## src/hdl/dfr_pkg.sv

```systemverilog
`timescale 1ns / 1ps
`default_nettype none

package dfr_pkg;

    // Parser limits, in bytes; LEN_W is the length field width in bits
    localparam int PEEK_MIN     = 12;
    localparam int SCAN_SPAN    = 6;
    localparam int FRAME_MIN    = 24;
    localparam int HEADER_BYTES = 20;
    localparam int MAGIC_BYTES  = 4;
    localparam int LEN_OFFSET   = 4;
    localparam int HDR_OFFSET   = 6;
    localparam int HDR_FETCH    = HEADER_BYTES - HDR_OFFSET;
    localparam int LEN_W        = 16;

    // Receive queue between front and back
    localparam int RXQ_DEPTH = 4;
    localparam int RXQ_AW    = 2;

    typedef enum logic [0:0] {
        CFG_START_MAGIC = 1'b0,
        CFG_END_MAGIC   = 1'b1
    } t_cfg_idx;

    typedef struct packed {
        logic [31:0] start_magic;
        logic [31:0] end_magic;
    } t_dfr_cfg;

    typedef struct packed {
        logic       valid;
        logic [7:0] data;
    } t_rxq_word;

    typedef struct packed {
        logic [15:0] version;
        logic [31:0] msg_id;
        logic [15:0] frame_index;
        logic [15:0] total_frames;
        logic [31:0] msg_type;
        logic [7:0]  payload_byte;
        logic        payload_valid;
        logic        last;
    } t_dfr_result;

endpackage

`default_nettype wire

```

## src/hdl/dfr_rx_fifo.sv

```systemverilog
`timescale 1ns / 1ps
`default_nettype none

module dfr_rx_fifo (
    input  wire logic              i_clk,
    input  wire logic              i_rst_n,
    input  wire logic              i_valid,
    output logic                   o_stall,
    input  wire logic [7:0]        i_data,
    output dfr_pkg::t_rxq_word     o_word,
    input  wire logic              i_pop
);

    logic [7:0]                  r_mem [dfr_pkg::RXQ_DEPTH];
    logic [dfr_pkg::RXQ_AW-1:0]  r_wr_ptr;
    logic [dfr_pkg::RXQ_AW-1:0]  r_rd_ptr;
    logic [dfr_pkg::RXQ_AW:0]    r_count;
    logic                        push;
    logic                        pop;

    assign o_stall      = (r_count == (dfr_pkg::RXQ_AW+1)'(dfr_pkg::RXQ_DEPTH));
    assign push         = i_valid && !o_stall;
    assign pop          = i_pop && (r_count != '0);
    assign o_word.valid = (r_count != '0);
    assign o_word.data  = r_mem[r_rd_ptr];

    always_ff @(posedge i_clk) begin
        if (push) begin
            r_mem[r_wr_ptr] <= i_data;
        end
    end

    always_ff @(posedge i_clk) begin
        if (!i_rst_n) begin
            r_wr_ptr <= '0;
            r_rd_ptr <= '0;
            r_count  <= '0;
        end else begin
            if (push) begin
                r_wr_ptr <= r_wr_ptr + 1'b1;
            end
            if (pop) begin
                r_rd_ptr <= r_rd_ptr + 1'b1;
            end
            unique case ({push, pop})
                2'b10:   r_count <= r_count + 1'b1;
                2'b01:   r_count <= r_count - 1'b1;
                default: r_count <= r_count;
            endcase
        end
    end

    a_count_bound: assert property (@(posedge i_clk) disable iff (!i_rst_n)
        r_count <= (dfr_pkg::RXQ_AW+1)'(dfr_pkg::RXQ_DEPTH))
        else $error("rx queue count past depth");

endmodule

`default_nettype wire

```

## src/hdl/dfr_parser.sv

```systemverilog
`timescale 1ns / 1ps
`default_nettype none

module dfr_parser #(
    parameter int RING_DEPTH = 64
) (
    input  wire logic              i_clk,
    input  wire logic              i_rst_n,
    input  wire dfr_pkg::t_dfr_cfg i_cfg,
    input  wire dfr_pkg::t_rxq_word i_rxq,
    output logic                   o_pop,
    output dfr_pkg::t_dfr_result   o_res,
    output logic                   o_res_valid,
    input  wire logic              i_res_stall
);

    localparam int AW = $clog2(RING_DEPTH);
    localparam int CW = $clog2(RING_DEPTH + 1);
    localparam int WIN_W = 8 * dfr_pkg::HDR_FETCH;
    localparam logic [AW:0] DEPTH_X = (AW+1)'(RING_DEPTH);
    localparam logic [dfr_pkg::LEN_W-1:0] DEPTH_L = dfr_pkg::LEN_W'(RING_DEPTH);

    typedef enum logic [2:0] {
        ST_IDLE,
        ST_CHECK,
        ST_FETCH,
        ST_EVAL_SCAN,
        ST_EVAL_END,
        ST_PAY_RD,
        ST_PAY_WAIT
    } t_state;

    typedef enum logic [1:0] {
        PH_SCAN,
        PH_END,
        PH_HDR
    } t_phase;

    function automatic logic [AW-1:0] wrap_addr(input logic [AW:0] sum);
        logic [AW:0] d;
        if (sum >= DEPTH_X) begin
            d = sum - DEPTH_X;
        end else begin
            d = sum;
        end
        return d[AW-1:0];
    endfunction

    logic [7:0]           r_ring [RING_DEPTH];
    logic [7:0]           r_rd_data;

    t_state               r_state, n_state;
    t_phase               r_phase, n_phase;
    logic [AW-1:0]        r_rp, n_rp;
    logic [CW-1:0]        r_fill, n_fill;
    logic [AW-1:0]        r_off, n_off;
    logic [3:0]           r_iss_left, n_iss_left;
    logic [3:0]           r_cap_left, n_cap_left;
    logic                 r_rd_vld, n_rd_vld;
    logic [WIN_W-1:0]     r_win, n_win;
    logic [CW-1:0]        r_len, n_len;
    logic [AW-1:0]        r_pay_j, n_pay_j;
    logic                 r_out_vld, n_out_vld;
    dfr_pkg::t_dfr_result r_out, n_out;

    logic                 rd_en;
    logic [AW-1:0]        rd_off;
    logic [AW-1:0]        rd_addr;
    logic                 wr_en;
    logic [AW-1:0]        wr_addr;
    logic                 drop_en;
    logic [AW:0]          drop_n;
    logic                 load;
    logic                 out_free;
    logic [2:0]           scan_pos;
    logic [dfr_pkg::LEN_W-1:0] len;
    logic [CW-1:0]        plen;
    logic [CW-1:0]        j_inc;

    assign rd_addr  = wrap_addr({1'b0, r_rp} + {1'b0, rd_off});
    assign wr_addr  = wrap_addr({1'b0, r_rp} + {1'b0, r_fill[AW-1:0]});
    assign out_free = !r_out_vld || !i_res_stall;
    assign len      = r_win[WIN_W-1 -: dfr_pkg::LEN_W];
    assign plen     = r_len - CW'(dfr_pkg::FRAME_MIN);
    assign j_inc    = CW'(r_pay_j) + CW'(1);

    // Head window: byte k of the head sits at r_win[WIN_W-48 + 8k]
    always_comb begin
        scan_pos = 3'(dfr_pkg::SCAN_SPAN);
        for (int k = dfr_pkg::SCAN_SPAN - 1; k >= 0; k--) begin
            if (r_win[WIN_W - 48 + 8*k +: 8] == i_cfg.start_magic[7:0]) begin
                scan_pos = 3'(k);
            end
        end
    end

    always_ff @(posedge i_clk) begin
        if (wr_en) begin
            r_ring[wr_addr] <= i_rxq.data;
        end
        if (rd_en) begin
            r_rd_data <= r_ring[rd_addr];
        end
    end

    always_comb begin
        n_state    = r_state;
        n_phase    = r_phase;
        n_rp       = r_rp;
        n_fill     = r_fill;
        n_off      = r_off;
        n_iss_left = r_iss_left;
        n_cap_left = r_cap_left;
        n_win      = r_win;
        n_len      = r_len;
        n_pay_j    = r_pay_j;
        n_out      = r_out;
        rd_en      = 1'b0;
        rd_off     = r_off;
        wr_en      = 1'b0;
        o_pop      = 1'b0;
        drop_en    = 1'b0;
        drop_n     = '0;
        load       = 1'b0;

        unique case (r_state)
            ST_IDLE: begin
                if (i_rxq.valid) begin
                    o_pop = 1'b1;
                    // full ring: word is discarded, parser still runs
                    if (r_fill != CW'(RING_DEPTH)) begin
                        wr_en  = 1'b1;
                        n_fill = r_fill + 1'b1;
                    end
                    n_state = ST_CHECK;
                end
            end
            ST_CHECK: begin
                if (r_fill < CW'(dfr_pkg::PEEK_MIN)) begin
                    n_state = ST_IDLE;
                end else begin
                    n_state    = ST_FETCH;
                    n_phase    = PH_SCAN;
                    n_off      = '0;
                    n_iss_left = 4'(dfr_pkg::SCAN_SPAN);
                    n_cap_left = 4'(dfr_pkg::SCAN_SPAN);
                end
            end
            ST_FETCH: begin
                if (r_iss_left != '0) begin
                    rd_en      = 1'b1;
                    n_off      = r_off + 1'b1;
                    n_iss_left = r_iss_left - 1'b1;
                end
                if (r_rd_vld) begin
                    n_win      = {r_rd_data, r_win[WIN_W-1:8]};
                    n_cap_left = r_cap_left - 1'b1;
                    if (r_cap_left == 4'd1) begin
                        unique case (r_phase)
                            PH_SCAN: n_state = ST_EVAL_SCAN;
                            PH_END:  n_state = ST_EVAL_END;
                            PH_HDR: begin
                                n_state = ST_PAY_RD;
                                n_pay_j = '0;
                            end
                            default: n_state = ST_IDLE;
                        endcase
                    end
                end
            end
            ST_EVAL_SCAN: begin
                priority if (scan_pos != 3'd0) begin
                    drop_en = 1'b1;
                    drop_n  = (AW+1)'(scan_pos);
                    n_state = ST_CHECK;
                end else if (r_win[WIN_W-17 -: 32] != i_cfg.start_magic) begin
                    drop_en = 1'b1;
                    drop_n  = (AW+1)'(1);
                    n_state = ST_CHECK;
                end else if (len < dfr_pkg::LEN_W'(dfr_pkg::FRAME_MIN) || len > DEPTH_L) begin
                    drop_en = 1'b1;
                    drop_n  = (AW+1)'(1);
                    n_state = ST_CHECK;
                end else if (dfr_pkg::LEN_W'(r_fill) < len) begin
                    n_state = ST_IDLE;
                end else begin
                    n_len      = CW'(len);
                    n_state    = ST_FETCH;
                    n_phase    = PH_END;
                    n_off      = AW'(len - dfr_pkg::LEN_W'(dfr_pkg::MAGIC_BYTES));
                    n_iss_left = 4'(dfr_pkg::MAGIC_BYTES);
                    n_cap_left = 4'(dfr_pkg::MAGIC_BYTES);
                end
            end
            ST_EVAL_END: begin
                if (r_win[WIN_W-1 -: 32] != i_cfg.end_magic) begin
                    drop_en = 1'b1;
                    drop_n  = (AW+1)'(dfr_pkg::MAGIC_BYTES);
                    n_state = ST_CHECK;
                end else begin
                    n_state    = ST_FETCH;
                    n_phase    = PH_HDR;
                    n_off      = AW'(dfr_pkg::HDR_OFFSET);
                    n_iss_left = 4'(dfr_pkg::HDR_FETCH);
                    n_cap_left = 4'(dfr_pkg::HDR_FETCH);
                end
            end
            ST_PAY_RD: begin
                if (out_free) begin
                    if (plen == '0) begin
                        // empty payload: one marker word
                        load                = 1'b1;
                        n_out.payload_byte  = '0;
                        n_out.payload_valid = 1'b0;
                        n_out.last          = 1'b1;
                        drop_en             = 1'b1;
                        drop_n              = (AW+1)'(r_len);
                        n_state             = ST_IDLE;
                    end else begin
                        rd_en   = 1'b1;
                        rd_off  = AW'(dfr_pkg::HEADER_BYTES) + r_pay_j;
                        n_state = ST_PAY_WAIT;
                    end
                end
            end
            ST_PAY_WAIT: begin
                load                = 1'b1;
                n_out.payload_byte  = r_rd_data;
                n_out.payload_valid = 1'b1;
                n_out.last          = (j_inc == plen);
                n_pay_j             = r_pay_j + 1'b1;
                if (j_inc == plen) begin
                    drop_en = 1'b1;
                    drop_n  = (AW+1)'(r_len);
                    n_state = ST_IDLE;
                end else begin
                    n_state = ST_PAY_RD;
                end
            end
            default: n_state = ST_IDLE;
        endcase

        if (load) begin
            n_out.version      = r_win[15:0];
            n_out.msg_id       = r_win[47:16];
            n_out.frame_index  = r_win[63:48];
            n_out.total_frames = r_win[79:64];
            n_out.msg_type     = r_win[111:80];
        end

        if (drop_en) begin
            n_rp   = wrap_addr({1'b0, r_rp} + drop_n);
            n_fill = r_fill - CW'(drop_n);
        end

        n_rd_vld = rd_en && (r_state == ST_FETCH);

        if (load) begin
            n_out_vld = 1'b1;
        end else if (!i_res_stall) begin
            n_out_vld = 1'b0;
        end else begin
            n_out_vld = r_out_vld;
        end
    end

    always_ff @(posedge i_clk) begin
        r_win   <= n_win;
        r_len   <= n_len;
        r_pay_j <= n_pay_j;
        r_out   <= n_out;
        r_phase <= n_phase;
        r_off   <= n_off;
        if (!i_rst_n) begin
            r_state    <= ST_IDLE;
            r_rp       <= '0;
            r_fill     <= '0;
            r_iss_left <= '0;
            r_cap_left <= '0;
            r_rd_vld   <= 1'b0;
            r_out_vld  <= 1'b0;
        end else begin
            r_state    <= n_state;
            r_rp       <= n_rp;
            r_fill     <= n_fill;
            r_iss_left <= n_iss_left;
            r_cap_left <= n_cap_left;
            r_rd_vld   <= n_rd_vld;
            r_out_vld  <= n_out_vld;
        end
    end

    assign o_res       = r_out;
    assign o_res_valid = r_out_vld;

    a_fill_bound: assert property (@(posedge i_clk) disable iff (!i_rst_n)
        r_fill <= CW'(RING_DEPTH))
        else $error("ring fill past depth");

    a_no_overwrite: assert property (@(posedge i_clk) disable iff (!i_rst_n)
        load |-> !(r_out_vld && i_res_stall))
        else $error("result register overwritten while held");

    a_scan_enough: assert property (@(posedge i_clk) disable iff (!i_rst_n)
        (r_state == ST_EVAL_SCAN) |-> (r_fill >= CW'(dfr_pkg::PEEK_MIN)))
        else $error("head evaluated with too few bytes");

endmodule

`default_nettype wire

```

## src/hdl/magic_framed_message_deframer.sv

```systemverilog
`timescale 1ns / 1ps
`default_nettype none
// Per word: queue pop and ring write, then fill check, while fewer than 12 bytes held.
// Each parser pass fetches the 6-byte head from the ring; a frame then fetches the 4-byte end
// marker and the 14-byte header, then for each result word a ring read and a result load.
// A 4-word input queue lets words arrive while the parser works or a result is held.
// Reset (synchronous, active low) clears queue, ring pointer, fill count and both markers;
// ring contents are left as they are and need no clearing pass.
module magic_framed_message_deframer #(
    parameter int RING_DEPTH = 64
) (
    input  wire logic        i_clk,
    input  wire logic        i_rst_n,
    input  wire logic        i_in_valid,
    output logic             o_in_stall,
    input  wire logic [7:0]  i_rx_byte,
    output logic             o_out_valid,
    input  wire logic        i_out_stall,
    output logic [15:0]      o_version,
    output logic [31:0]      o_msg_id,
    output logic [15:0]      o_frame_index,
    output logic [15:0]      o_total_frames,
    output logic [31:0]      o_msg_type,
    output logic [7:0]       o_payload_byte,
    output logic             o_payload_valid,
    output logic             o_last,
    input  wire logic        i_cfg_valid,
    output logic             o_cfg_ready,
    input  wire logic [0:0]  i_cfg_index,
    input  wire logic [31:0] i_cfg_data
);

    dfr_pkg::t_dfr_cfg    r_cfg;
    dfr_pkg::t_rxq_word   rxq_word;
    dfr_pkg::t_dfr_result res;
    logic                 rxq_pop;

    assign o_cfg_ready = 1'b1;

    always_ff @(posedge i_clk) begin
        if (!i_rst_n) begin
            r_cfg <= '0;
        end else if (i_cfg_valid) begin
            unique case (dfr_pkg::t_cfg_idx'(i_cfg_index))
                dfr_pkg::CFG_START_MAGIC: r_cfg.start_magic <= i_cfg_data;
                dfr_pkg::CFG_END_MAGIC:   r_cfg.end_magic   <= i_cfg_data;
                default:                  r_cfg             <= r_cfg;
            endcase
        end
    end

    dfr_rx_fifo u_rx_fifo (
        .i_clk   (i_clk),
        .i_rst_n (i_rst_n),
        .i_valid (i_in_valid),
        .o_stall (o_in_stall),
        .i_data  (i_rx_byte),
        .o_word  (rxq_word),
        .i_pop   (rxq_pop)
    );

    dfr_parser #(
        .RING_DEPTH (RING_DEPTH)
    ) u_parser (
        .i_clk       (i_clk),
        .i_rst_n     (i_rst_n),
        .i_cfg       (r_cfg),
        .i_rxq       (rxq_word),
        .o_pop       (rxq_pop),
        .o_res       (res),
        .o_res_valid (o_out_valid),
        .i_res_stall (i_out_stall)
    );

    assign o_version       = res.version;
    assign o_msg_id        = res.msg_id;
    assign o_frame_index   = res.frame_index;
    assign o_total_frames  = res.total_frames;
    assign o_msg_type      = res.msg_type;
    assign o_payload_byte  = res.payload_byte;
    assign o_payload_valid = res.payload_valid;
    assign o_last          = res.last;

endmodule

`default_nettype wire

```

## config.mk

```make
export PLATFORM = sky130hd
export DESIGN_NAME = magic_framed_message_deframer
export DESIGN_NICKNAME = d
export VERILOG_FILES = /design/src/hdl/dfr_pkg.sv /design/src/hdl/dfr_rx_fifo.sv /design/src/hdl/dfr_parser.sv /design/src/hdl/magic_framed_message_deframer.sv
export SDC_FILE = /design/constraint.sdc
export NUM_CORES = 1
export LEC_CHECK = 0
export BUFFER_PORTS_ARGS = -buffer_cell sky130_fd_sc_hd__buf_2
export CAP_MARGIN = 30
export CORE_ASPECT_RATIO = 1.2
export CORE_UTILIZATION = 58
export CTS_CLUSTER_DIAMETER = 50
export DETAILED_ROUTE_END_ITERATION = 10
export PLACE_DENSITY = 0.76
export SLEW_MARGIN = 40
export SYNTH_ARGS = -nofsm -noshare
export SYNTH_HDL_FRONTEND = slang
export SYNTH_SLANG_ARGS = --single-unit
```

## constraint.sdc

```tcl
create_clock -name i_clk -period 12.6 [get_ports i_clk]
set_clock_uncertainty 0.1 [all_clocks]
set_input_delay 1.26 -clock i_clk [delete_from_list [all_inputs] [get_ports i_clk]]
set_output_delay 1.26 -clock i_clk [all_outputs]
set_load 0.02 [all_outputs]
```

After elaboration in Yosys (flattened, before gate mapping)
Memory sizes are Yosys's and may differ from the RTL's. A register that Yosys moved wholly into a read port is not among the register bits.
Cells that the tools add are included.
- divide/modulo/power cells: 0
- shifts and indexed selects: 0
- multiplexer cells: 97
- reduce and logical (&&, ||, !) cells: 33
- bitwise operators: 5
- $mul: 0
- add/sub/neg operators: 20
- eq/ne operators: 36
- magnitude comparators: 7
- operators with widths (kind ; number):
    6-bit two-way mux ; 16
    32-bit != test ; 2
    7-bit two-way mux ; 9
    8-bit == test ; 6
    3-bit two-way mux ; 14
    4-bit two-way mux ; 8
    4-bit case mux with 4 select lines ; 2
    7-bit case mux with 4 select lines ; 1
    2-bit two-way mux ; 13
    6-bit case mux with 4 select lines ; 1
    1-bit two-way mux ; 22
    7-bit >= comparator (second input constant) ; 3
    3-bit case mux with 7 select lines ; 1
    10-bit two-way mux ; 2
    10-bit case mux with 2 select lines ; 1
    6-bit by 1-bit subtractor with 6-bit output (second input constant) ; 3
    16-bit by 7-bit > comparator with 1-bit output (second input constant) ; 1
    16-bit by 5-bit < comparator with 1-bit output (second input constant) ; 1
    7-bit by 16-bit < comparator with 1-bit output ; 1
    2-bit != test (second input constant) ; 8
    8-bit AND reduction ; 2
    6-bit by 6-bit adder with 7-bit output ; 2
    6-bit by 1-bit adder with 6-bit output (second input constant) ; 2
    3-bit == test (second input constant) ; 4
    41 further kinds ; 73
- memories kept: 2
- RAM bits: 544
- register bits: 352
- output and inout bits: 125
- memory bits (read-only): 0
- bits of input ports: 46
- logic and storage cells: 225
- bits in latches: 0
- memories (name ; depth ; bits a word ; rd ports ; clocked after memory_dff ; wr ports ; line ; text):
    u_parser.r_ring ; 64 ; 8 ; 1 ; 1 ; 1 ; dfr_parser.sv:49 ; logic [7:0] r_ring [RING_DEPTH];
    u_rx_fifo.r_mem ; 4 ; 8 ; 1 ; 1 ; 1 ; dfr_rx_fifo.sv:14 ; logic [7:0] r_mem [dfr_pkg::RXQ_DEPTH];

Logic depth before layout (Yosys ltp)
Gate-level depths: netlist of the first run.
- depth in word-level cells: 13
- depth in mapped cells: 19

Modules after synthesis
From an unflattened synthesis of the first run, not the netlist that was laid out.
- cells, all modules: 2027
- area total of the unflattened synthesis: 36287.3 um2
- modules (own cells, without submodules) (module ; cells an instance ; sequential area each (um2) ; area an instance (um2) ; instances):
    dfr_parser ; 1686 ; 23792.8 ; 32175.9 ; 1
    magic_framed_message_deframer ; 247 ; 1281.2 ; 2449.8 ; 1
    dfr_rx_fifo ; 94 ; 1141.1 ; 1661.6 ; 1

Worst setup path before layout of the first run
No wires, ideal clock.
- path type: in2reg
- start: input i_out_stall
- end: register u_parser.r_out, in the netlist u_parser.o_res[100], enable pin
- path buffers: 0
- data arrival time: 4.326 ns
- stages: 3
- setup slack: 7.699 ns
- data required time: 12.025 ns
- setup time: 0.475 ns
- cell sequence: a21oi_1 -> or3b_2 -> nand2_1
- longest elaborated chain between the ends: 4
- ends and longest elaborated chain (element ; line ; text):
    from (decl) ; magic_framed_message_deframer.sv:18 ; input wire logic i_out_stall,
    1-bit zero test ; dfr_parser.sv:82 ; assign out_free = !r_out_vld || !i_res_stall;
    1-bit logical OR ; dfr_parser.sv:82 ;
    1-bit two-way mux ; dfr_parser.sv:209 ; if (out_free) begin
    1-bit case mux with 2 select lines ; dfr_parser.sv:126 ; unique case (r_state)
    named net u_parser.load ; dfr_parser.sv:73 ; logic load;
    to (signal assigned) ; dfr_parser.sv:271 ; r_out <= n_out;
    to (decl) ; dfr_parser.sv:64 ; dfr_pkg::t_dfr_result r_out, n_out;
The timed path passes the listed nets, and every way through them passes these cells.
A chain may end at the register's enable or synchronous reset.

Worst setup path in the final report of the first run
- start: register u_parser.r_len[3]
- end: register u_parser.r_rd_data[2], read port of u_parser.r_ring (data pin)
- longest elaborated chain between the ends: 8
- ends and longest elaborated chain (element ; line ; text):
    from (decl) ; dfr_parser.sv:61 ; logic [CW-1:0] r_len, n_len;
    from (signal assigned) ; dfr_parser.sv:269 ; r_len <= n_len;
    7-bit by 5-bit subtractor with 7-bit output (*) ; dfr_parser.sv:84 ; assign plen = r_len - CW'(dfr_pkg::FRAME_MIN);
    7-bit zero test (*) ; dfr_parser.sv:210 ; if (plen == '0) begin
    6-bit two-way mux ; dfr_parser.sv:210 ;
    6-bit two-way mux ; dfr_parser.sv:209 ;
    6-bit two-way mux ; dfr_parser.sv:126 ;
    6-bit by 6-bit adder with 7-bit output ; dfr_parser.sv:80 ; assign rd_addr = wrap_addr({1'b0, r_rp} + {1'b0, rd_off});
    6-bit by 1-bit subtractor with 6-bit output or 7-bit >= comparator (tied branches) ; dfr_parser.sv:42, dfr_parser.sv:41 ;
    6-bit two-way mux ; dfr_parser.sv:41 ; if (sum >= DEPTH_X) begin
    to (decl) ; dfr_parser.sv:50 ; logic [7:0] r_rd_data;
Mark *: on every way between the ends. The rest lies on a longest branch, timed or not.

==> flow_summary.yaml, run 1 <==
timing:
  worst_pin_slew_ps: 841
  max_freq_mhz: 166
  timing.final.crit_share: 0.479
  layout_min_cycle_time_ps: 6040
  final-max-slew-violation-count: 0
  setup_total_negative_slack_ps: 0
  timing.final.hold_violations: 0
  setup_violations: 0
  worst_slew_margin_rel: 0.437
  grt_setup_unrepaired: "no"
global_route:
  groute.usage.overall: 0.261
  grt_antenna_before_repair: 1
  overflow: 0
  pin_count_of_the_biggest_net_entering_global_routing: 66
  grt_first_pass_wirelength_um: 120000
  first_global_vias: 19400
cts:
  post_cts_gate_resize_count: 0
  post_cts_hold_buffer_count: 0
  clock_latency_ps: 640
  tritoncts: "built"
  clock_sinks: 906
  cts_post_setup_buffers_inserted: 0
  htreeDepth: 3
  clockBufferDepth: 3
  clock_tree.root_cell: "sky130_fd_sc_hd__clkbuf_16"
  cts.clk_slew.worst_paths_ps: 60
  cts-buffers-inserted: 87
logic_synthesis:
  post_synth_instance_area_sq_mm: 0.0358
  synth_area_leaders: "sky130_fd_sc_hd__edfxtp_1, sky130_fd_sc_hd__mux4_2, sky130_fd_sc_hd__dfxtp_1"
  synthFlopType: "sky130_fd_sc_hd__edfxtp_1"
  synth_seq_area_share: 0.732
  synth_instances: 2042
  ys_types: 65
  mappedNetlistNets: 2136
  ys_warn_count: 0
  post_synth.cell_area_avg_sq_um: 17.5
  synth_enable_flop_cells: 807
  yosysMostFrequentCell: "sky130_fd_sc_hd__edfxtp_1"
  synth_top_area_share: 0.676
  ys_top_cells_by_count: "sky130_fd_sc_hd__edfxtp_1, sky130_fd_sc_hd__nand2_1, sky130_fd_sc_hd__mux4_2"
  ys_seq_elements: 906
  synth_area_leader_cell: "sky130_fd_sc_hd__edfxtp_1"
  async_reset_ff_frac: 0
floorplan:
  floorplan.die_area_sq_mm: 0.0628
  core_area_sq_mm: 0.0609
  floorplan.die.width_um: 229
  die_height_um: 274
  initial_standard_cell_utilization_of_the_core: 0.588
  site_rows: 99
  pin_count: 171
power_and_ir_drop:
  power.combinational.fraction: 0.076
  switching_share: 0.230
  p_seq_frac: 0.534
  power_density_mw_per_mm2: 165
  internal_power_mw: 5.16
  post-layout-total-power_mw: 6.70
  p_leak_nw: 13.6
  p_switching_mw: 1.54
  clockPowerShare: 0.390
  max-vdd-ir-drop_uv: 107
job:
  drv_cap: 0
placement:
  placement.cell_area_sq_mm: 0.0376
  placed_cells_incl_taps: 2949
  routabilityCongestion: 0.893
  port-buffer-count: 169
  detailedPlacementHpwl_um: 52700
critical_path:
  path_cells: "ha_1, nor4_1, nand3_1, o21ai_2, mux2_2, ha_4, buf_12, buf_6, buf_6, mux4_2, mux4_2, nor2b_1, a211oi_1, a21oi_1"
  timing.critical_path.required_ps: 12850
  path_class: "flop to flop"
  crit_path_top_delay_cell: "sky130_fd_sc_hd__buf_6"
  crit_path_start_kind: "flop"
  cp.arrival_ps: 6290
  timing.critical_path.buf_inv: 3
  timing.critical_path.fanout_max: 49
  critical_path.top_delay_family: "multiplexers"
  critical_path.max_stage_delay_ps: 620
  worst_setup_path_end_kind: "flop"
routing:
  first_iter_violations: 1754
  wl_per_cell_um: 25.7
  drc_violation_count_after_routing: 0
  vias: 18800
  route.antenna.remaining_nets: 0
  drt_first_pass_iters: 5
  vias_per_cell: 6.03
  routed_wirelength_um: 80000
final_layout:
  design.final.nets: 2326
  share_of_post_route_cells_with_drive_strength_above_1: 0.241
  layout.cells.non_filler: 3109
  post_route_standard_cell_area_excluding_fillers_sq_mm: 0.0405
  diodes: 0
  nFillCells: 3980
  areaGrowthSynthToFinish_pct: 13.2
hold_path:
  hold_path_class: "flop to flop"
run_status:
  status: "finished clean"
==> routing by layer <==
metal / GRT usage / vias up / routed length, um
met4: 0.136 / 2 / 4040
met1: 0.297 / 9550 / 28500
met5: 0 / - / 15
li1: - / 8244 / -
met2: 0.473 / 757 / 42600
met3: 0.0454 / 209 / 4940
==> worst paths after layout <==
path | startpoint | end | slack (ps) | depth (start not counted)
worst max-delay path | u_parser.r_len[3] | u_parser.r_rd_data[2] | 6560 | 14
worst min-delay path | u_parser.r_win[1] | u_parser.o_res[107] | 320 | 0
worst max register to register | u_parser.r_len[3] | u_parser.r_rd_data[2] | 6560 | 14
worst min register to register | u_parser.r_win[1] | u_parser.o_res[107] | 320 | 0
==> cell families (layout without fill, tap and decap cells) <==
family	count (synthesis)	after routing	share of synthesized area
buffers and inverters	130	389	0.0154
other	1	1	0.000105
multiplexers	187	187	0.111
AND/OR/NAND/NOR	429	429	0.0537
flip-flops	906	906	0.732
AO/OA/AOI/OAI	189	189	0.0313
adder cells (fa/ha/maj)	48	48	0.0178
XOR/XNOR	152	152	0.0388
==> power by group through the flow <==
| stage | Combinational, mW | Clock, mW | Sequential [mW] |
|---|---|---|---|
| 3_5_place_dp | 0.508 | 0 | 3.64 |
| 3_3_place_gp | 0.469 | 0 | 3.64 |
| 2_1_floorplan | 0.316 | 0 | 3.61 |
| 5_1_grt | 0.550 | 2.76 | 3.58 |
| 4_1_cts | 0.512 | 2.64 | 3.58 |
| 6_report | 0.509 | 2.61 | 3.58 |
==> cell usage in the layout (no fill, tap or decap), drive strengths merged, types with 3 or more instances in the layout <==
master      n
a211oi     15
a21o        8
a21oi     107
a31oi       6
and2       11
and3       14
buf       186
bufinv      9
clkbuf    107
clkinv     30
clkinvlp    3
dfxtp      99
edfxtp    807
fa          5
ha         43
inv        54
mux2        4
mux2i      15
mux4      168
nand2     184
nand2b      6
nand3      15
nand4      15
nor2      122
nor2b      14
nor3        8
nor4       22
o21a        5
o21ai      22
o21bai      5
o22ai       3
o31ai       6
or2         4
or3         5
xnor2      69
xor2       79
xor3        3
==> flip-flops by register name (all words and copies together), names as in the netlist, 4 cells and up, named ones only <==
register,count
u_rx_fifo.r_mem,32
r_cfg,64
u_parser.r_len,7
u_parser.r_ring,512
u_parser.r_off,6
u_parser.r_pay_j,6
u_parser.r_rd_data,8
u_parser.r_fill,7
u_parser.r_iss_left,4
u_parser.r_win,112
u_parser.r_rp,6
u_parser.o_res,122
u_parser.r_cap_left,4
==> layout make-up <==
cell class | instances | area (sq um) | area share
timing repair buffer | 186 | 1030 | 0.0254
sequential | 906 | 26200 | 0.647
clock inverter | 51 | 524 | 0.0129
clock buffer | 107 | 2320 | 0.0573
inverter | 45 | 169 | 0.00417
multi-input combinational | 1006 | 9280 | 0.229
tap | 808 | 1010 | 0.0249
==> per-stage QoR <==
step	setup slack [ps]	hold WS, ps	util
after floorplan	7700	300	-
after global routing	6090	328	0.665
after CTS	6160	321	0.664
after global placement	5830	312	0.615
after detailed placement	6000	306	0.617
final	6560	320	0.665
(Power assumes the default switching activity.)
==> run 2, diff against run 1 <==
--- a/config.mk
+++ b/config.mk
@@ -8,10 +8,10 @@
 export BUFFER_PORTS_ARGS = -buffer_cell sky130_fd_sc_hd__buf_2
 export CAP_MARGIN = 30
 export CORE_ASPECT_RATIO = 1.2
-export CORE_UTILIZATION = 58
+export CORE_UTILIZATION = 55
 export CTS_CLUSTER_DIAMETER = 50
 export DETAILED_ROUTE_END_ITERATION = 10
-export PLACE_DENSITY = 0.76
+export PLACE_DENSITY = 0.75
 export SLEW_MARGIN = 40
 export SYNTH_ARGS = -nofsm -noshare
 export SYNTH_HDL_FRONTEND = slang
==> constraint.sdc (replaced) <==
create_clock -name i_clk -period 5.4 [get_ports i_clk]
set_clock_uncertainty 0.1 [all_clocks]
set_input_delay 0.54 -clock i_clk [delete_from_list [all_inputs] [get_ports i_clk]]
set_output_delay 0.54 -clock i_clk [all_outputs]
set_load 0.02 [all_outputs]
==> flow_summary.yaml, run 2 (synthesis results as in run 1) <==
global_route:
  grt_antenna_before_repair: 0
  groute.usage.overall: 0.245
  overflow: 0
  grt_first_pass_wirelength_um: 120000
  first_global_vias: 19400
  pin_count_of_the_biggest_net_entering_global_routing: 65
routing:
  vias: 19000
  met1_length_um: 29000
  drc_violation_count_after_routing: 0
  route.met2.wl_um: 41400
  met3_wirelength_um: 5270
  first_iter_violations: 1644
  vias_per_cell: 6.00
  highest-signal-layer: "met4"
  wl_per_cell_um: 25.2
  routed_wirelength_um: 79600
  drt_first_pass_iters: 5
  route.antenna.remaining_nets: 0
placement:
  detailedPlacementHpwl_um: 52400
  routabilityCongestion: 0.892
  port-buffer-count: 169
  placed_cells_incl_taps: 2992
final_layout:
  diodes: 0
  largest-register: "u_parser.r_ring"
  layout.cells.non_filler: 3165
  areaGrowthSynthToFinish_pct: 14.6
  design.final.nets: 2351
  final_cell_mix: "sky130_fd_sc_hd__edfxtp_1, sky130_fd_sc_hd__nand2_1, sky130_fd_sc_hd__buf_2, sky130_fd_sc_hd__mux4_2, sky130_fd_sc_hd__a21oi_1"
  max_ffs_per_register: 512
  share_of_post_route_cells_with_drive_strength_above_1: 0.251
  final_common_cell: "sky130_fd_sc_hd__edfxtp_1"
critical_path:
  timing.critical_path.required_ps: 5680
  crit_path_start_kind: "flop"
  timing.critical_path.fanout_max: 21
  timing.rr.end: "u_parser.r_rd_data[1]"
  rrSetupSlack_ps: 510
  worst-r2r-cell-count: 14
  path_class: "flop to flop"
  cp.arrival_ps: 5170
  worst_setup_path_end_kind: "flop"
  r2r_start: "u_parser.r_len[3]"
timing:
  worst_slew_margin_rel: 0.437
  setup_total_negative_slack_ps: 0
  timing.hold.ws_ps: 35.1
  worst_pin_slew_ps: 841
  setup_violations: 0
  final-max-slew-violation-count: 0
  layout_min_cycle_time_ps: 4890
  max_freq_mhz: 204
  timing.final.crit_share: 0.906
  timing.final.hold_violations: 0
  grt_setup_unrepaired: "no"
power_and_ir_drop:
  p_leak_nw: 13.8
  post-layout-total-power_mw: 16.0
  power_density_mw_per_mm2: 389
  max-vdd-ir-drop_uv: 310
hold_path:
  hold-path-cell-count: 1
  worst_hold_startpoint: "i_rx_byte[5]"
  holdPathEnd: "u_rx_fifo.r_mem[3][5]"
  hold_path_class: "primary input to flop"
floorplan:
  floorplan.die.width_um: 235
  initial_standard_cell_utilization_of_the_core: 0.556
  site_rows: 102
  floorplan.die_area_sq_mm: 0.0662
  core_area_sq_mm: 0.0644
  die_height_um: 282
  pin_count: 171
cts:
  htreeDepth: 3
  clockBufferDepth: 3
  clock_sinks: 906
  cts-buffers-inserted: 89
  cts.clk_slew.worst_paths_ps: 60
  clock_latency_ps: 640
  cts_post_setup_buffers_inserted: 0
  tritoncts: "built"
  clock_tree.root_cell: "sky130_fd_sc_hd__clkbuf_16"
run_status:
  status: "finished clean"
job:
  drv_cap: 0
==> run 2: cell count changes in the layout (fill, tap and decap cells not counted), sizes merged <==
cell         previous run  this run
bufinv                  9        12
clkinv                 30        26
inv                    54        51
buf                   186       203
clkinvlp                3         5
dlygate4sd3             0         6
clkbuf                107       118
==> run 2: final cells by class <==
cell class                      instances  area (sq um)
Timing Repair Buffer                  209          1290
Tap cell                              832          1040
Sequential cell                       906         26200
Inverter                               45           169
Multi-Input combinational cell       1006          9250
Clock inverter                         49           594
Clock buffer                          118          2480
Fill cell                            4325         23400
==> run 2: worst max-delay path, cell delays in order (launching register included) <==
cell,delay [ps]
sky130_fd_sc_hd__edfxtp_1,460
sky130_fd_sc_hd__ha_1,350
sky130_fd_sc_hd__nor4_1,300
sky130_fd_sc_hd__nand3_1,200
sky130_fd_sc_hd__o21ai_2,290
sky130_fd_sc_hd__buf_4,180
sky130_fd_sc_hd__mux2_2,160
sky130_fd_sc_hd__inv_1,60
sky130_fd_sc_hd__fa_4,990
sky130_fd_sc_hd__buf_12,220
sky130_fd_sc_hd__buf_4,260
sky130_fd_sc_hd__mux4_2,330
sky130_fd_sc_hd__mux4_2,470
sky130_fd_sc_hd__mux2i_1,180
sky130_fd_sc_hd__a21oi_1,90
==> run 2: routing by layer <==
layer / global-route usage / up-vias
li1: - / 8295
met1: 0.292 / 9630
met2: 0.430 / 834
met3: 0.0411 / 218
met4: 0.130 / 0
met5: 0.000722 / -
==> run 2: how the worst max path moves through the flow <==
stage                           start                    end  cells after the start
floorplan           u_parser.r_len[3]  u_parser.r_rd_data[0]                     15
global placement    u_parser.r_len[3]  u_parser.r_rd_data[3]                     14
detailed placement  u_parser.r_len[3]  u_parser.r_rd_data[1]                     14
CTS                 u_parser.r_len[3]  u_parser.r_rd_data[1]                     14
global route        u_parser.r_len[3]  u_parser.r_rd_data[1]                     14
finish              u_parser.r_len[3]  u_parser.r_rd_data[1]                     14
==> run 2: repair_timing <==
action                                 4_1_cts  5_1_grt
hold buffers                                 6        0
resized for setup                            0        0
endpoints found under the hold margin       21        0
==> run 2: power by group <==
| group | switching, mW | internal, mW |
|---|---|---|
| sequential | 0.0877 | 8.25 |
| combinational | 0.891 | 0.294 |
| clock | 2.61 | 3.83 |
==> run 2: stage by stage <==
step	util	cell area, sq um	setup slack (ps)
floorplan	-	35800	709
global placement	0.585	37700	647
detailed placement	0.588	37900	481
CTS	0.636	41000	505
global route	0.637	41000	262
finish	0.637	41000	506
==> run 3, diff against run 2 <==
--- a/config.mk
+++ b/config.mk
@@ -8,11 +8,11 @@
 export BUFFER_PORTS_ARGS = -buffer_cell sky130_fd_sc_hd__buf_2
 export CAP_MARGIN = 30
 export CORE_ASPECT_RATIO = 1.2
-export CORE_UTILIZATION = 55
+export CORE_UTILIZATION = 30
 export CTS_CLUSTER_DIAMETER = 50
 export DETAILED_ROUTE_END_ITERATION = 10
-export PLACE_DENSITY = 0.75
 export SLEW_MARGIN = 40
 export SYNTH_ARGS = -nofsm -noshare
 export SYNTH_HDL_FRONTEND = slang
 export SYNTH_SLANG_ARGS = --single-unit
+export TNS_END_PERCENT = 10
==> flow_summary.yaml, run 3 (synthesis results as in run 1) <==
run_status:
  status: "finished clean"
placement:
  placement.cell_area_sq_mm: 0.0388
  detailedPlacementHpwl_um: 60700
  routabilityCongestion: 0.842
  port-buffer-count: 169
global_route:
  first_global_vias: 19700
  pin_count_of_the_biggest_net_entering_global_routing: 114
  grt_antenna_before_repair: 4
  groute.usage.overall: 0.147
  overflow: 0
  grt_first_pass_wirelength_um: 132000
job:
  drv_cap: 0
routing:
  drt_first_pass_iters: 6
  route.antenna.remaining_nets: 0
  routed_wirelength_um: 89200
  first_iter_violations: 1664
  drc_violation_count_after_routing: 0
  vias: 19000
  vias_per_cell: 4.87
  wl_per_cell_um: 22.8
timing:
  grt_setup_unrepaired: "no"
  setup_violations: 0
  timing.final.hold_violations: 0
  setup_total_negative_slack_ps: 0
  final-max-slew-violation-count: 0
  worst_pin_slew_ps: 889
  worst_slew_margin_rel: 0.406
  layout_min_cycle_time_ps: 5160
  timing.final.crit_share: 0.955
  max_freq_mhz: 194
hold_path:
  hold-path-cell-count: 3
  hold_path_class: "primary input to flop"
power_and_ir_drop:
  power_density_mw_per_mm2: 383
  max-vdd-ir-drop_uv: 237
  p_leak_nw: 13.9
  post-layout-total-power_mw: 16.2
final_layout:
  max_ffs_per_register: 512
  final_cell_mix: "sky130_fd_sc_hd__edfxtp_1, sky130_fd_sc_hd__nand2_1, sky130_fd_sc_hd__buf_2, sky130_fd_sc_hd__mux4_2, sky130_fd_sc_hd__a21oi_1"
  design.final.nets: 2382
  share_of_post_route_cells_with_drive_strength_above_1: 0.257
  largest-register: "u_parser.r_ring"
  nFillCells: 10900
  final_common_cell: "sky130_fd_sc_hd__edfxtp_1"
  areaGrowthSynthToFinish_pct: 17.9
  post_route_standard_cell_area_excluding_fillers_sq_mm: 0.0423
cts:
  clock_tree.root_cell: "sky130_fd_sc_hd__clkbuf_16"
  cts.clk_slew.worst_paths_ps: 70
  htreeDepth: 3
  clockBufferDepth: 3
  tritoncts: "built"
  post_cts_gate_resize_count: 0
  clock_sinks: 906
  cts-buffers-inserted: 95
  clock_latency_ps: 670
critical_path:
  crit_path_start_kind: "flop"
  path_class: "flop to flop"
  worst_setup_path_end_kind: "flop"
  worst-r2r-cell-count: 14
  rrSetupSlack_ps: 240
  timing.critical_path.fanout_max: 34
  timing.critical_path.required_ps: 5720
  cp.arrival_ps: 5480
floorplan:
  site_rows: 138
  pin_count: 171
  die_height_um: 381
  floorplan.die_area_sq_mm: 0.121
  initial_standard_cell_utilization_of_the_core: 0.303
  floorplan.die.width_um: 317
  core_area_sq_mm: 0.118
-- run 3: cell count changes in the layout (fill, tap and decap cells not counted), sizes merged --
cell | previous run | this run
clkbuf | 118 | 110
clkinv | 26 | 41
diode | 0 | 2
buf | 203 | 212
bufinv | 12 | 9
dlygate4sd3 | 6 | 22
inv | 51 | 56
-- run 3: per-stage QoR --
stage               hold slack [ps]  worst slack [ps]  instances  utilization
floorplan                       300               709       2042            -
global placement                313               448       3709        0.328
detailed placement              306               292       3709        0.329
CTS                            4.24               274       3907        0.357
global route                   29.2              40.9       3909        0.358
finish                         43.0               242       3909        0.358
-- run 3: area by class of cell --
| cell class | count | area (sq um) | share of cell area |
|---|---|---|---|
| sequential | 906 | 26200 | 0.620 |
| timing repair buffer | 234 | 1500 | 0.0355 |
| antenna | 2 | 5.00 | 0.000118 |
| clock inverter | 66 | 747 | 0.0177 |
| inverter | 45 | 169 | 0.00400 |
| tap | 1540 | 1930 | 0.0456 |
| clock buffer | 110 | 2430 | 0.0576 |
| multi-input combinational | 1006 | 9250 | 0.219 |
-- run 3: final timing paths --
check	from	to
max	u_parser.r_len[3]	u_parser.r_rd_data[6]
min	i_cfg_data[1]	r_cfg[33]
max reg2reg	u_parser.r_len[3]	u_parser.r_rd_data[6]
min reg2reg	u_parser.r_win[7]	u_parser.o_res[113]
-- run 3: report_power, final --
part	internal, mW	total [mW]	switching, mW
clock	3.73	6.57	2.83
sequential	8.25	8.34	0.0903
combinational	0.320	1.29	0.972
-- run 3: what timing repair did --
action / 4_1_cts / 5_1_grt
hold buffers: 22 / 0
endpoints found under the hold margin: 52 / 0
setup endpoints to repair: 0 / 0
buffers inserted: 0 / 0
-- run 3: routing by layer --
| metal | up-vias | track usage | part of all wire |
|---|---|---|---|
| li1 | 8386 | - | - |
| met1 | 9746 | 0.166 | 0.37 |
| met2 | 713 | 0.261 | 0.52 |
| met3 | 178 | 0.0315 | 0.066 |
| met4 | 2 | 0.0687 | 0.041 |
| met5 | - | 0 | 0.00015 |
-- run 3: critical path, stage by stage (launching register included) --
cell	delay (ps)
sky130_fd_sc_hd__edfxtp_1	480
sky130_fd_sc_hd__ha_1	360
sky130_fd_sc_hd__nor4_1	350
sky130_fd_sc_hd__nand3_1	190
sky130_fd_sc_hd__o21ai_2	400
sky130_fd_sc_hd__mux2_2	280
sky130_fd_sc_hd__ha_4	130
sky130_fd_sc_hd__inv_1	50
sky130_fd_sc_hd__fa_4	910
sky130_fd_sc_hd__buf_12	270
sky130_fd_sc_hd__buf_12	220
sky130_fd_sc_hd__mux4_2	320
sky130_fd_sc_hd__mux4_2	550
sky130_fd_sc_hd__mux2i_1	160
sky130_fd_sc_hd__a21oi_1	80
